--- config.mk ---
export PLATFORM = sky130hd
export DESIGN_NAME = charlieplex_three_digit_scan_unit
export DESIGN_NICKNAME = d
export VERILOG_FILES = /design/src/rtl/cpscan_pkg.sv /design/src/rtl/charlieplex_three_digit_scan_unit.sv /design/src/rtl/cpscan_digit_decode.sv /design/src/rtl/cpscan_pin_map.sv
export SDC_FILE = /design/constraint.sdc
export NUM_CORES = 1
export LEC_CHECK = 0
export ABC_AREA = 1
export BUFFER_PORTS_ARGS = -buffer_cell sky130_fd_sc_hd__buf_2
export CORE_MARGIN = 3
export CORE_UTILIZATION = 58
export DETAILED_ROUTE_END_ITERATION = 12
export GPL_TIMING_DRIVEN = 1
export PLACE_DENSITY = 0.84
export SLEW_MARGIN = 20
export SYNTH_ARGS = -nofsm -noshare
export SYNTH_HDL_FRONTEND = slang
export SYNTH_HIERARCHICAL = 1
export SYNTH_SLANG_ARGS = --single-unit
--- constraint.sdc ---
create_clock -name clk -period 7.5 [get_ports clk]
set_input_delay 1.5 -clock clk [delete_from_list [all_inputs] [get_ports clk]]
set_output_delay 1.5 -clock clk [all_outputs]
set_load 0.005 [all_outputs]
--- src/rtl/cpscan_pkg.sv ---
// Shared types, constants and segment tables for the charlieplexed three-digit scan unit.
// No dependencies; every other file in rtl/ refers to this package by scoped names.
`timescale 1ns / 1ps
`default_nettype none

package cpscan_pkg;

    localparam int VALUE_W = 8;
    localparam int SEG_W   = 16;
    localparam int PIN_W   = 5;
    localparam int PHASE_W = 3;
    localparam int DIGIT_W = 4;
    localparam int S_TDATA_W = 8;
    localparam int M_TDATA_W = 16;

    localparam logic [VALUE_W-1:0] SHOWN_MAX = 8'd199;

    // Scan phase codes: idle, then the common pin index plus one
    localparam logic [PHASE_W-1:0] PHASE_IDLE = 3'd0;
    localparam logic [PHASE_W-1:0] PHASE_1    = 3'd1;
    localparam logic [PHASE_W-1:0] PHASE_2    = 3'd2;
    localparam logic [PHASE_W-1:0] PHASE_3    = 3'd3;
    localparam logic [PHASE_W-1:0] PHASE_4    = 3'd4;

    typedef struct packed {
        logic [PHASE_W-1:0] scan_phase;
        logic [PIN_W-1:0]   pin_high_mask;
        logic [PIN_W-1:0]   pin_output_mask;
    } pin_result_t;

    function automatic logic [SEG_W-1:0] units_seg(input logic [DIGIT_W-1:0] d);
        logic [SEG_W-1:0] s;
        begin
            unique case (d)
                4'd0:    s = 16'hE888;
                4'd1:    s = 16'h8080;
                4'd2:    s = 16'hD808;
                4'd3:    s = 16'hD880;
                4'd4:    s = 16'hB080;
                4'd5:    s = 16'h7880;
                4'd6:    s = 16'h7888;
                4'd7:    s = 16'h8880;
                4'd8:    s = 16'hF888;
                4'd9:    s = 16'hF880;
                default: s = '0;
            endcase
            return s;
        end
    endfunction

    function automatic logic [SEG_W-1:0] tens_seg(input logic [DIGIT_W-1:0] d);
        logic [SEG_W-1:0] s;
        begin
            unique case (d)
                4'd0:    s = 16'h0770;
                4'd1:    s = 16'h0420;
                4'd2:    s = 16'h0741;
                4'd3:    s = 16'h0661;
                4'd4:    s = 16'h0431;
                4'd5:    s = 16'h0271;
                4'd6:    s = 16'h0371;
                4'd7:    s = 16'h0460;
                4'd8:    s = 16'h0771;
                4'd9:    s = 16'h0671;
                default: s = '0;
            endcase
            return s;
        end
    endfunction

    function automatic logic [SEG_W-1:0] hundreds_seg(input logic d);
        return d ? 16'h0006 : 16'h0000;
    endfunction

endpackage

`default_nettype wire

--- src/rtl/charlieplex_three_digit_scan_unit.sv ---
// Top level of the charlieplexed three-digit scan unit: input register, phase counter,
// result register. Depends on cpscan_pkg, cpscan_digit_decode and cpscan_pin_map.
//
// Channel  Dir  Handshake        Payload
// s_axis   in   s_tvalid/tready  s_tdata[7:0]   shown_value
// m_axis   out  m_tvalid/tready  m_tdata[15:0]  output mask, high mask, scan phase
//
// One item per cycle sustained while m_tready is high; an item passes the input register, then the result register.
// The digit split, table lookup and pin mapping sit between those two registers.
// Reset clears both valid flags and sets the phase counter to idle.
// A stall on m_tready holds the result; the input register keeps taking items
// until it is full, then s_tready drops.
`timescale 1ns / 1ps
`default_nettype none

module charlieplex_three_digit_scan_unit
(
    input  wire logic                                clk,
    input  wire logic                                rst_n,
    input  wire logic                                s_tvalid,
    output logic                                     s_tready,
    input  wire logic [cpscan_pkg::S_TDATA_W-1:0]   s_tdata,  // [7:0] shown_value
    output logic                                     m_tvalid,
    input  wire logic                                m_tready,
    output logic      [cpscan_pkg::M_TDATA_W-1:0]   m_tdata   // [4:0] pin_output_mask,
                                                              // [9:5] pin_high_mask,
                                                              // [12:10] scan_phase, rest 0
);

    logic                                in_valid_reg;
    logic [cpscan_pkg::VALUE_W-1:0]      in_value_reg;
    logic                                out_valid_reg;
    cpscan_pkg::pin_result_t             out_result_reg;
    logic [cpscan_pkg::PHASE_W-1:0]      phase_reg;
    logic [cpscan_pkg::PHASE_W-1:0]      phase_next;

    logic                                out_free;
    logic                                advance;
    logic [cpscan_pkg::SEG_W-1:0]        seg_word;
    cpscan_pkg::pin_result_t             result;

    cpscan_digit_decode u_decode
    (
        .shown_value (in_value_reg),
        .seg_word    (seg_word)
    );

    cpscan_pin_map u_pin_map
    (
        .phase    (phase_reg),
        .seg_word (seg_word),
        .result   (result)
    );

    assign out_free = !out_valid_reg || m_tready;
    assign advance  = in_valid_reg && out_free;
    assign s_tready = !in_valid_reg || out_free;

    always_comb
    begin
        unique case (phase_reg)
            cpscan_pkg::PHASE_1: phase_next = cpscan_pkg::PHASE_2;
            cpscan_pkg::PHASE_2: phase_next = cpscan_pkg::PHASE_3;
            cpscan_pkg::PHASE_3: phase_next = cpscan_pkg::PHASE_4;
            default:             phase_next = cpscan_pkg::PHASE_1;
        endcase
    end

    always_ff @(posedge clk or negedge rst_n)
    begin
        if (!rst_n)
        begin
            in_valid_reg  <= 1'b0;
            out_valid_reg <= 1'b0;
            phase_reg     <= cpscan_pkg::PHASE_IDLE;
        end
        else
        begin
            if (s_tready)
                in_valid_reg <= s_tvalid;
            if (out_free)
                out_valid_reg <= in_valid_reg;
            // step the scan only when an item moves into the result register
            if (advance)
                phase_reg <= phase_next;
        end
    end

    always_ff @(posedge clk)
    begin
        if (s_tready && s_tvalid)
            in_value_reg <= s_tdata;
        if (advance)
            out_result_reg <= result;
    end

    assign m_tvalid = out_valid_reg;
    assign m_tdata  = {3'b000, out_result_reg.scan_phase, out_result_reg.pin_high_mask,
                       out_result_reg.pin_output_mask};

endmodule

`default_nettype wire

--- src/rtl/cpscan_digit_decode.sv ---
// Saturates the shown value, splits it into decimal digits and ORs the segment words.
// Depends on cpscan_pkg.
`timescale 1ns / 1ps
`default_nettype none

module cpscan_digit_decode
(
    input  wire logic [cpscan_pkg::VALUE_W-1:0] shown_value,
    output logic      [cpscan_pkg::SEG_W-1:0]   seg_word
);

    logic [7:0]  sat_value;
    logic        hundreds;
    logic [6:0]  rem_value;
    logic [14:0] tens_prod;
    logic [3:0]  tens;
    logic [6:0]  tens_times10;
    logic [6:0]  units_full;
    logic [3:0]  units;

    always_comb
    begin
        sat_value = (shown_value > cpscan_pkg::SHOWN_MAX) ? cpscan_pkg::SHOWN_MAX : shown_value;
        hundreds  = (sat_value >= 8'd100);
        rem_value = hundreds ? 7'(sat_value - 8'd100) : sat_value[6:0];
        // divide by ten: exact for values below 100 via multiply by 205, shift by 11
        tens_prod    = 15'(rem_value) * 15'd205;
        tens         = tens_prod[14:11];
        tens_times10 = {tens[3:0], 3'b000} - 7'({tens, 1'b0}) + 7'({tens, 2'b00});
        units_full   = rem_value - tens_times10;
        units        = units_full[3:0];
        seg_word = cpscan_pkg::units_seg(units) | cpscan_pkg::tens_seg(tens)
                 | cpscan_pkg::hundreds_seg(hundreds);
    end

endmodule

`default_nettype wire

--- src/rtl/cpscan_pin_map.sv ---
// Maps the current scan phase and the ORed segment word onto the five charlieplexed pins.
// Depends on cpscan_pkg.
`timescale 1ns / 1ps
`default_nettype none

module cpscan_pin_map
(
    input  wire logic [cpscan_pkg::PHASE_W-1:0] phase,
    input  wire logic [cpscan_pkg::SEG_W-1:0]   seg_word,
    output cpscan_pkg::pin_result_t             result
);

    logic       active;
    logic [2:0] common;
    logic [3:0] nib;
    logic [cpscan_pkg::PIN_W-1:0] high;

    always_comb
    begin
        active = 1'b1;
        common = 3'd0;
        nib    = 4'd0;
        high   = '0;
        // slice bit 3 drives the lowest non-common pin, bit 0 the highest
        unique case (phase)
            cpscan_pkg::PHASE_1:
            begin
                common = 3'd0;
                nib    = seg_word[15:12];
                high   = {nib[0], nib[1], nib[2], nib[3], 1'b0};
            end
            cpscan_pkg::PHASE_2:
            begin
                common = 3'd1;
                nib    = seg_word[11:8];
                high   = {nib[0], nib[1], nib[2], 1'b0, nib[3]};
            end
            cpscan_pkg::PHASE_3:
            begin
                common = 3'd2;
                nib    = seg_word[7:4];
                high   = {nib[0], nib[1], 1'b0, nib[2], nib[3]};
            end
            cpscan_pkg::PHASE_4:
            begin
                common = 3'd3;
                nib    = seg_word[3:0];
                high   = {nib[0], 1'b0, nib[1], nib[2], nib[3]};
            end
            default:
            begin
                active = 1'b0;
            end
        endcase

        if (active)
        begin
            result.pin_high_mask   = high;
            result.pin_output_mask = high | (5'b00001 << common);
            result.scan_phase      = phase;
        end
        else
        begin
            result.pin_high_mask   = '0;
            result.pin_output_mask = '0;
            result.scan_phase      = cpscan_pkg::PHASE_IDLE;
        end
    end

endmodule

`default_nettype wire
==> results of run 1 <==
-- through the flow --
stage | std cells | cell area, um^2 | hold slack, ns | setup slack [ns] | util [%]
after detailed placement | 441 | 3110 | 0.569 | 1.09 | 64.5
after CTS | 445 | 3180 | 0.589 | 1.07 | 66.0
after global placement | 441 | 3110 | 0.558 | 1.29 | 64.5
after global routing | 445 | 3180 | 0.624 | 0.475 | 66.0
final | 445 | 3180 | 0.584 | 1.07 | 66.0
after floorplan | 357 | 2960 | 0.503 | 1.57 | -
-- cells in the mapped netlist (all sizes together) --
master,instances
a21oi,6
a31oi,1
buf,8
clkbuf,1
conb,1
dfrtp,5
edfxtp,21
fa,9
ha,41
inv,66
nand2,83
nand3,49
nand3b,3
nand4,11
nor2,23
o2111ai,1
o21ai,10
o21bai,1
or2,7
xnor2,3
xor2,5
-- worst max path at each step --
stage	endpoint	slack, ns	cells past startpoint
after floorplan	m_tdata[9]$_DFFE_PP_	1.57	37
after global placement	m_tdata[4]$_DFFE_PP_	1.29	37
after detailed placement	m_tdata[9]$_DFFE_PP_	1.09	37
after CTS	m_tdata[4]$_DFFE_PP_	1.07	37
after global routing	m_tdata[4]$_DFFE_PP_	0.47	37
final	m_tdata[4]$_DFFE_PP_	1.07	37
-- cell families (layout without fill, tap and decap cells) --
| family | after synthesis | count (layout) |
|---|---|---|
| AO/OA/AOI/OAI | 19 | 19 |
| XOR/XNOR | 8 | 8 |
| adder cells (fa/ha/maj) | 50 | 50 |
| buffers and inverters | 75 | 96 |
| flip-flops | 26 | 26 |
| other | 1 | 3 |
| AND/OR/NAND/NOR | 176 | 176 |
-- worst min-delay path, cell delays in order (launching register included) --
cell	delay (ns)
dfrtp_1	0.39
nand2_2	0.09
nand2_1	0.07
-- metal layers --
| metal | global-route usage (%) | share of wire (%) | vias up |
|---|---|---|---|
| met4 | 7.47 | 2.4 | 0 |
| met3 | 3.83 | 4.6 | 16 |
| met5 | 0 | 0 | - |
| met2 | 34.9 | 50 | 68 |
| met1 | 22.4 | 43 | 1061 |
| li1 | - | - | 1195 |
-- layout make-up --
type,count,area (um^2)
clock inverter,1,30.0
clock buffer,3,41.3
fill,404,1640
tap,67,83.8
sequential,26,756
inverter,66,253
multi-input combinational,256,1880
timing repair buffer,26,130
==> results_dict.tcl, run 1 <==
set metrics [dict create \
    hold_path_depth 2 \
    antenna_cells 0 \
    ys_seq_area_share_pct 25.6 \
    max-cap-violations 0 \
    fin_skew_ns 0.00855 \
    netlist_instances 355 \
    ys_ff_latch 26 \
    layout_commonest_cell "nand2_1" \
    holdPathEnd "m_tvalid$_DFFE_PN0P_" \
    grt_use_total_pct 19.3 \
    cp-startpoint "in_value_reg[6]$_DFFE_PP_" \
    drtPass1Iterations 4 \
    ios 30 \
    path_clk_slew_ns 0.09 \
    final_cell_mix "nand2_1, inv_1, ha_1, nand3_1, buf_2" \
    worstPathRequired_ns 7.53 \
    rsz0062_at_grt "no" \
    rrSetupSlack_ns 1.07 \
    crit_fanout 6 \
    post_cts_buffers 0 \
    synth_xor_xnor_area_share_pct 2.88 \
    netlist.area_leader.share_pct 21.4 \
    vias 2340 \
    antenna_found_initial 0 \
    cpPeakStageDelay_ns 0.48 \
    insertion_delay_ns 0.27 \
    synth_compound_area_share_pct 3.60 \
    yosys-top-cells-area "edfxtp_1, ha_1, nand2_1" \
    avgViaCountPerCell 5.26 \
    grt_max_degree 16 \
    r2r-start "in_value_reg[6]$_DFFE_PP_" \
    arrival_ns 6.46 \
    syn_area_um2 2950 \
    cts-buffers-inserted 3 \
    fmax_mhz 156 \
    endpoint_kind "flip-flop" \
    setup_viol 0 \
    period_needed_ns 6.43 \
    grt_first_pass_wirelength_um 9560 \
    drt_wl_total_um 5340 \
    cts_max_path_buffers 2 \
    critPathTopFamily "simple AND/OR/NAND/NOR gates" \
    synth_top_family_by_area "simple AND/OR/NAND/NOR gates" \
    die_x_um 77.4 \
    die_area_um2 5980 \
    cp-start-kind "flip-flop" \
    cpMaxStageDelayCell "fa_1" \
    synth_area_leader_cell "edfxtp_1" \
    crit_top_cell "nand2_1" \
    avgRoutedWirePerCell_um 12.0 \
    tns_ns 0 \
    status "completed" \
    grt_pass1_vias 2352 \
    cts_hold_buffers 0 \
    drc 0 \
    ys_warn_count 6 \
    max-slew-margin-rel_pct 63.0 \
    reg2reg_depth 37 \
    syn_avg_cell_area_um2 8.32 \
    post_cts_resized 0 \
    hold_viol 0 \
    core_area_um2 4820 \
    slew_violations 0 \
    syn_to_final_growth_pct 7.63 \
    gp_congestion 0.909 \
    start_util_pct 61.3 \
    period_share_pct 85.7 \
    largest_reg_flops 13 \
    min_path_type "reg -> reg" \
    drtIter0Drc 109 \
    dpl.hpwl_um 4590 \
    cts-root-buf "clkbuf_8" \
    ys_types 37 \
    overflow 0 \
    dieHeight_um 77.4 \
    synth_simple_gate_area_share_pct 33.5 \
    hp-start "m_tvalid$_DFFE_PN0P_" \
    synthMuxAreaShare_pct 0 \
    timing.rr.end "m_tdata[4]$_DFFE_PP_" \
    tightestPinTransition_ns 0.555 \
    cts_tree "done" \
    drive_gt1_share_pct 22.8 \
    ant_nets 0 \
    htreeDepth 1 \
    rows 25 \
    final_net_count 441 \
    crit_buf_inv 5 \
    synth-adder-area-share_pct 23.5 \
    path_class "reg -> reg" \
    port_buffers 26 \
    cts_sinks 26 \
]
Power of run 1 is not shown: default switching activity piles up to over one toggle a cycle in this logic, so the estimate is an artifact.
==> run 2, diff against run 1 <==
- SYNTH_HIERARCHICAL: 1 -> unset
==> run 2 against run 1 <==
Cell count down 4.3%. Maximum frequency shrank 8.5%. Non-clock buffer count rose by 2. Routed wire length shrank 1.2%. Critical path type unchanged. Largest cell class unchanged. Highest routed layer unchanged.
==> results_dict.tcl, run 2 <==
set metrics [dict create \
    arrival_ns 7.05 \
    ys_warn_count 0 \
    grt_pass1_vias 2216 \
    syn_area_um2 2760 \
    grtUsageMet3_pct 2.14 \
    busiest_layer "met2" \
    netlist_instances 344 \
    synthMuxAreaShare_pct 0 \
    cp-start-kind "flip-flop" \
    grt_use_met2_pct 35.3 \
    die_area_um2 5620 \
    endpoint_kind "flip-flop" \
    antenna_found_initial 0 \
    globalRouteMet1Util_pct 26.4 \
    rows 24 \
    cpMaxStageDelayCell "fa_1" \
    antenna_cells 0 \
    drive_gt1_share_pct 19.0 \
    synth_common_cells "nand2_1, inv_1, ha_1" \
    vias 2290 \
    crit_top_cell "ha_1" \
    netlist.area_leader.share_pct 21.8 \
    cpPeakStageDelay_ns 0.50 \
    syn_avg_cell_area_um2 8.01 \
    syn_to_final_growth_pct 10.7 \
    ant_nets 0 \
    fillCellCount 342 \
    path_clk_slew_ns 0.09 \
    max-cap-violations 0 \
    synth-adder-area-share_pct 26.1 \
    synth_top_family_by_area "simple AND/OR/NAND/NOR gates" \
    largest_reg_flops 12 \
    timing.rr.end "m_tdata[3]$_SDFFCE_PN0P_" \
    path_class "reg -> reg" \
    avgRoutedWirePerCell_um 12.4 \
    start_util_pct 61.6 \
    hold_viol 0 \
    final_net_count 439 \
    htreeDepth 1 \
    grt_first_pass_wirelength_um 9000 \
    drtIter0Drc 160 \
    whs_ns 0.548 \
    drc 0 \
    cts_tree "done" \
    cts-root-buf "clkbuf_8" \
    drtPass1Iterations 4 \
    period_needed_ns 7.02 \
    drt_wl_total_um 5280 \
    gp_congestion 0.922 \
    cts-buffers-inserted 3 \
    final_cell_mix "nand2_1, inv_1, ha_1, nand3_1, nor2_1" \
    avgViaCountPerCell 5.38 \
    crit_fanout 5 \
    ys_types 36 \
    synth_edf_count 20 \
    synth_top_flop_cell "edfxtp_1" \
    max-slew-margin-rel_pct 65.9 \
    status "completed" \
    port_buffers 26 \
    layout_commonest_cell "nand2_1" \
    dieHeight_um 74.9 \
    reg2reg_depth 42 \
    r2r-start "in_value_reg[6]$_DFFE_PP_" \
    setup_viol 0 \
    ys_seq_area_share_pct 26.3 \
    holdPathEnd "m_tvalid$_DFFE_PN0P_" \
    hold_path_depth 2 \
    grt_max_degree 16 \
    fmax_mhz 142 \
    overflow 0 \
    hp-start "m_tvalid$_DFFE_PN0P_" \
    insertion_delay_ns 0.27 \
    fin_util_pct 68.2 \
    slew_violations 0 \
    die_x_um 74.9 \
    ios 30 \
    worstPathRequired_ns 7.53 \
    yosysMostFrequentCell "nand2_1" \
    grt_use_total_pct 19.9 \
    rrSetupSlack_ns 0.48 \
    cts_max_path_buffers 2 \
    fin_skew_ns 0.0128 \
    core_area_um2 4470 \
    ys_ff_latch 25 \
    synth_compound_area_share_pct 6.58 \
    cts_sinks 25 \
    synth_xor_xnor_area_share_pct 3.72 \
    min_path_type "reg -> reg" \
    tightestPinTransition_ns 0.511 \
    dpl.hpwl_um 4410 \
    yosys-top-cells-area "edfxtp_1, ha_1, nand2_1" \
    synth_simple_gate_area_share_pct 26.6 \
    period_share_pct 93.6 \
    ys_async_sr_fraction_pct 20.0 \
    synth_area_leader_cell "edfxtp_1" \
]
[run 2: cell types whose count changed in the layout (fill, tap and decap cells not counted), sizes merged, moves of 3 or more]
cell	delta
inv	+4
nand2	-4
nand3	-13
nand3b	-3
nand4	-8
nor2	+10
o21ai	+3
or2	-3
[run 2: layout make-up]
type / count / area [um^2] / share of cell area [%]
timing repair buffer: 28 / 145 / 4.76
inverter: 70 / 263 / 8.61
multi-input combinational: 247 / 1800 / 59.1
tap: 52 / 65.1 / 2.13
sequential: 25 / 726 / 23.8
clock buffer: 3 / 41.3 / 1.35
clock inverter: 1 / 7.51 / 0.246
[run 2: how the worst max path moves through the flow]
stage	from	to	slack [ns]	cells after the start
after floorplan	in_value_reg[4]$_DFFE_PP_	m_tdata[3]$_SDFFCE_PN0P_	0.95	46
after global placement	in_value_reg[6]$_DFFE_PP_	m_tdata[1]$_SDFFCE_PN0P_	0.51	42
after detailed placement	in_value_reg[4]$_DFFE_PP_	m_tdata[1]$_SDFFCE_PN0P_	0.23	46
after CTS	in_value_reg[4]$_DFFE_PP_	m_tdata[1]$_SDFFCE_PN0P_	0.21	46
after global routing	in_value_reg[4]$_DFFE_PP_	m_tdata[0]$_SDFFCE_PN0P_	-0.01	47
final	in_value_reg[6]$_DFFE_PP_	m_tdata[3]$_SDFFCE_PN0P_	0.48	42
[run 2: metrics by stage]
| step | setup WS [ns] | setup TNS [ns] | cell area, um^2 | instances |
|---|---|---|---|---|
| finish | 0.477 | 0 | 3050 | 426 |
| global route | -0.0141 | -0.0281 | 3050 | 426 |
| CTS | 0.205 | 0 | 2980 | 424 |
| detailed placement | 0.233 | 0 | 2930 | 420 |
| global placement | 0.507 | 0 | 2930 | 420 |
| floorplan | 0.949 | 0 | 2760 | 346 |
[run 2: cell families (layout without fill, tap and decap cells)]
| logic type | Yosys count | count (layout) |
|---|---|---|
| other cells | 1 | 3 |
| buf+inv | 74 | 102 |
| fa+ha+maj | 52 | 52 |
| compound gates | 28 | 28 |
| flops | 25 | 25 |
| xor+xnor | 7 | 7 |
| simple gates | 157 | 157 |
[run 2: what timing repair did]
action | in CTS | in global routing
hold buffers | 0 | 0
setup endpoints to repair | 0 | 9
setup buffers | 0 | 2
resized for setup | 0 | 9
[run 2: worst max-delay path: cells and delay by family (launching register included)]
kind	cells	cell delay, ns
simple gates	20	2.54
fa+ha+maj	8	2.34
buf+inv	9	0.72
flops	1	0.43
compound gates	3	0.38
xor+xnor	2	0.36
[run 2: routing by layer]
| metal | wire [um] | share of wire (%) |
|---|---|---|
| met1 | 2450 | 46 |
| met2 | 2520 | 48 |
| met3 | 284 | 5.4 |
| met4 | 26 | 0.49 |
| met5 | 0 | 0 |
Power of run 2 is left out for the same reason.
==> run 3, diff against run 2 <==
- ABC_AREA: 1 -> unset
==> run 3 against run 2 <==
Setup slack worse by 0.41 ns. First-iteration DRC count is 27% lower. Via count is 3.6% lower. Sequential share of layout area fell by 1.8 points. Synthesized area decreased by 0.23%. Die area is 0.20% lower. Critical endpoint is now m_tdata[2]$_SDFFCE_PN0P_. Utilization increased by 5.4 points. Maximum frequency down 5.6%. Worst hold slack worse by 0.037 ns. Register-to-register slack lost 0.41 ns. Clock skew shrank 0.011 ns.
==> results_dict.tcl, run 3 <==
set metrics [dict create \
    status "completed" \
    fillCellCount 277 \
    layout_commonest_cell "ha_1" \
    overflow 0 \
    r2r-start "in_value_reg[6]$_DFFE_PP_" \
    ys_types 59 \
    hold_viol 0 \
    reg2reg_depth 31 \
    final_cell_mix "ha_1, inv_1, buf_2, buf_4, edfxtp_1" \
    htreeDepth 1 \
    whs_ns 0.511 \
    vias 2207 \
    die_x_um 74.9 \
    path_clk_slew_ns 0.08 \
    antenna_found_initial 0 \
    tightestPinTransition_ns 0.736 \
    fmax_mhz 134 \
    rows 24 \
    ios 30 \
    dpl.hpwl_um 4220 \
    syn_avg_cell_area_um2 9.93 \
    drive_gt1_share_pct 28.9 \
    cts-buffers-inserted 3 \
    max-slew-margin-rel_pct 50.8 \
    synth_top_flop_cell "edfxtp_1" \
    drc 0 \
    rrSetupSlack_ns 0.06 \
    max-cap-violations 0 \
    timing.rr.end "m_tdata[2]$_SDFFCE_PN0P_" \
    grt_max_degree 15 \
    synth_edf_count 20 \
    drtPass1Iterations 4 \
    critPathTopFamily "adder cells" \
    insertion_delay_ns 0.27 \
    crit_buf_inv 4 \
    port_buffers 26 \
    path_class "reg -> reg" \
    largest_reg_flops 12 \
    period_needed_ns 7.44 \
    crit_top_cell "ha_1" \
    ant_nets 0 \
    syn_area_um2 2750 \
    grt_first_pass_wirelength_um 8920 \
    drt_wl_total_um 6160 \
    period_share_pct 99.1 \
    netlist_instances 277 \
    cts_hold_buffers 0 \
    netlist.area_leader.share_pct 21.8 \
    synth_common_cells "ha_1, inv_1, edfxtp_1" \
    grt_pass1_vias 2007 \
    crit_fanout 6 \
    start_util_pct 61.5 \
    slew_violations 0 \
    syn_to_final_growth_pct 19.7 \
    cts_tree "done" \
    die_area_um2 5600 \
    drtIter0Drc 117 \
    yosys-top-cells-area "edfxtp_1, ha_1, fa_1" \
    final_net_count 390 \
    cpPeakStageDelay_ns 0.48 \
    endpoint_kind "flip-flop" \
    arrival_ns 7.47 \
    synth_area_leader_cell "edfxtp_1" \
    cpMaxStageDelayCell "fa_1" \
    cp-startpoint "in_value_reg[6]$_DFFE_PP_" \
    hp-start "in_valid_reg$_DFFE_PN0N_" \
    avgRoutedWirePerCell_um 16.3 \
    cts-root-buf "clkbuf_8" \
    grt_use_total_pct 20.5 \
    antenna_cells 0 \
    ys_seq_area_share_pct 26.4 \
    cts_max_path_buffers 2 \
    worstPathRequired_ns 7.53 \
    hold_path_depth 1 \
    cts_sinks 25 \
    fin_skew_ns 0.00216 \
    setup_viol 0 \
    core_area_um2 4470 \
    yosysMostFrequentCell "ha_1" \
    gp_congestion 0.928 \
    ys_ff_latch 25 \
    cp-start-kind "flip-flop" \
    holdPathEnd "m_tvalid$_DFFE_PN0P_" \
    min_path_type "reg -> reg" \
    avgViaCountPerCell 5.85 \
    ys_warn_count 0 \
    ys_async_sr_fraction_pct 20.0 \
    dieHeight_um 74.9 \
]
-- run 3: worst reg2reg max path: cells and delay by family, from the launching register on --
kind,cells,cell delay [ns]
AOI/OAI and AO/OA,8,1.81
adders and majority gates,7,2.10
muxes,2,0.57
xor gates and xnor gates,2,0.39
and+or+nand+nor,8,1.40
DFF,1,0.47
buffers and inverters,4,0.45
-- run 3: stage by stage --
step	instances	utilization (%)	area (um^2)	setup TNS [ns]	worst slack [ns]
final	377	73.6	3290	0	0.0641
after global routing	377	73.6	3290	-1.17	-0.192
after CTS	364	68.2	3050	0	0.0351
after detailed placement	354	65.7	2940	-0.539	-0.155
after global placement	354	65.7	2940	0	0.0172
after floorplan	279	-	2760	0	0.420
-- run 3: area by class of cell --
class	count	area (um^2)	share of cell area (%)
Inverter	33	128	3.88
Tap cell	52	65.1	1.98
Multi-Input combinational cell	214	2010	61.1
Sequential cell	25	726	22.0
Timing Repair Buffer	49	315	9.57
Clock inverter	1	5.00	0.152
Clock buffer	3	41.3	1.25
-- run 3: worst max path at each step --
stage / to / slack [ns] / cells past startpoint
floorplan: m_tdata[2]$_SDFFCE_PN0P_ / 0.42 / 32
global placement: m_tdata[2]$_SDFFCE_PN0P_ / 0.02 / 33
detailed placement: m_tdata[2]$_SDFFCE_PN0P_ / -0.16 / 33
CTS: m_tdata[2]$_SDFFCE_PN0P_ / 0.04 / 31
global route: m_tdata[3]$_SDFFCE_PN0P_ / -0.19 / 31
finish: m_tdata[2]$_SDFFCE_PN0P_ / 0.06 / 31
-- run 3: what timing repair did --
| action | in CTS | in global routing |
|---|---|---|
| endpoints found under the hold margin | 0 | 0 |
| resized for setup | 4 | 25 |
| setup endpoints to repair | 9 | 9 |
| setup buffers | 6 | 13 |
| pin swaps | 3 | 18 |
-- run 3: metal layers --
layer / vias to the layer above / track usage [%] / wire [um] / part of all wire (%)
met4: 0 / 5.73 / 176 / 2.9
met1: 1036 / 25.1 / 2500 / 41
met5: - / 0 / 0 / 0
met3: 21 / 3.20 / 285 / 4.6
li1: 1071 / - / - / -
met2: 79 / 37.0 / 3190 / 52
-- run 3: cells by family after synthesis --
logic type	synth area share [%]
buffers and inverters	6.14
multiplexers	4.64
flip-flops	26.4
AND/OR/NAND/NOR	15.6
XOR/XNOR	7.78
AO/OA/AOI/OAI	13.2
adder cells (fa/ha/maj)	26.1
other	0.136
Power of run 3 is left out for the same reason.
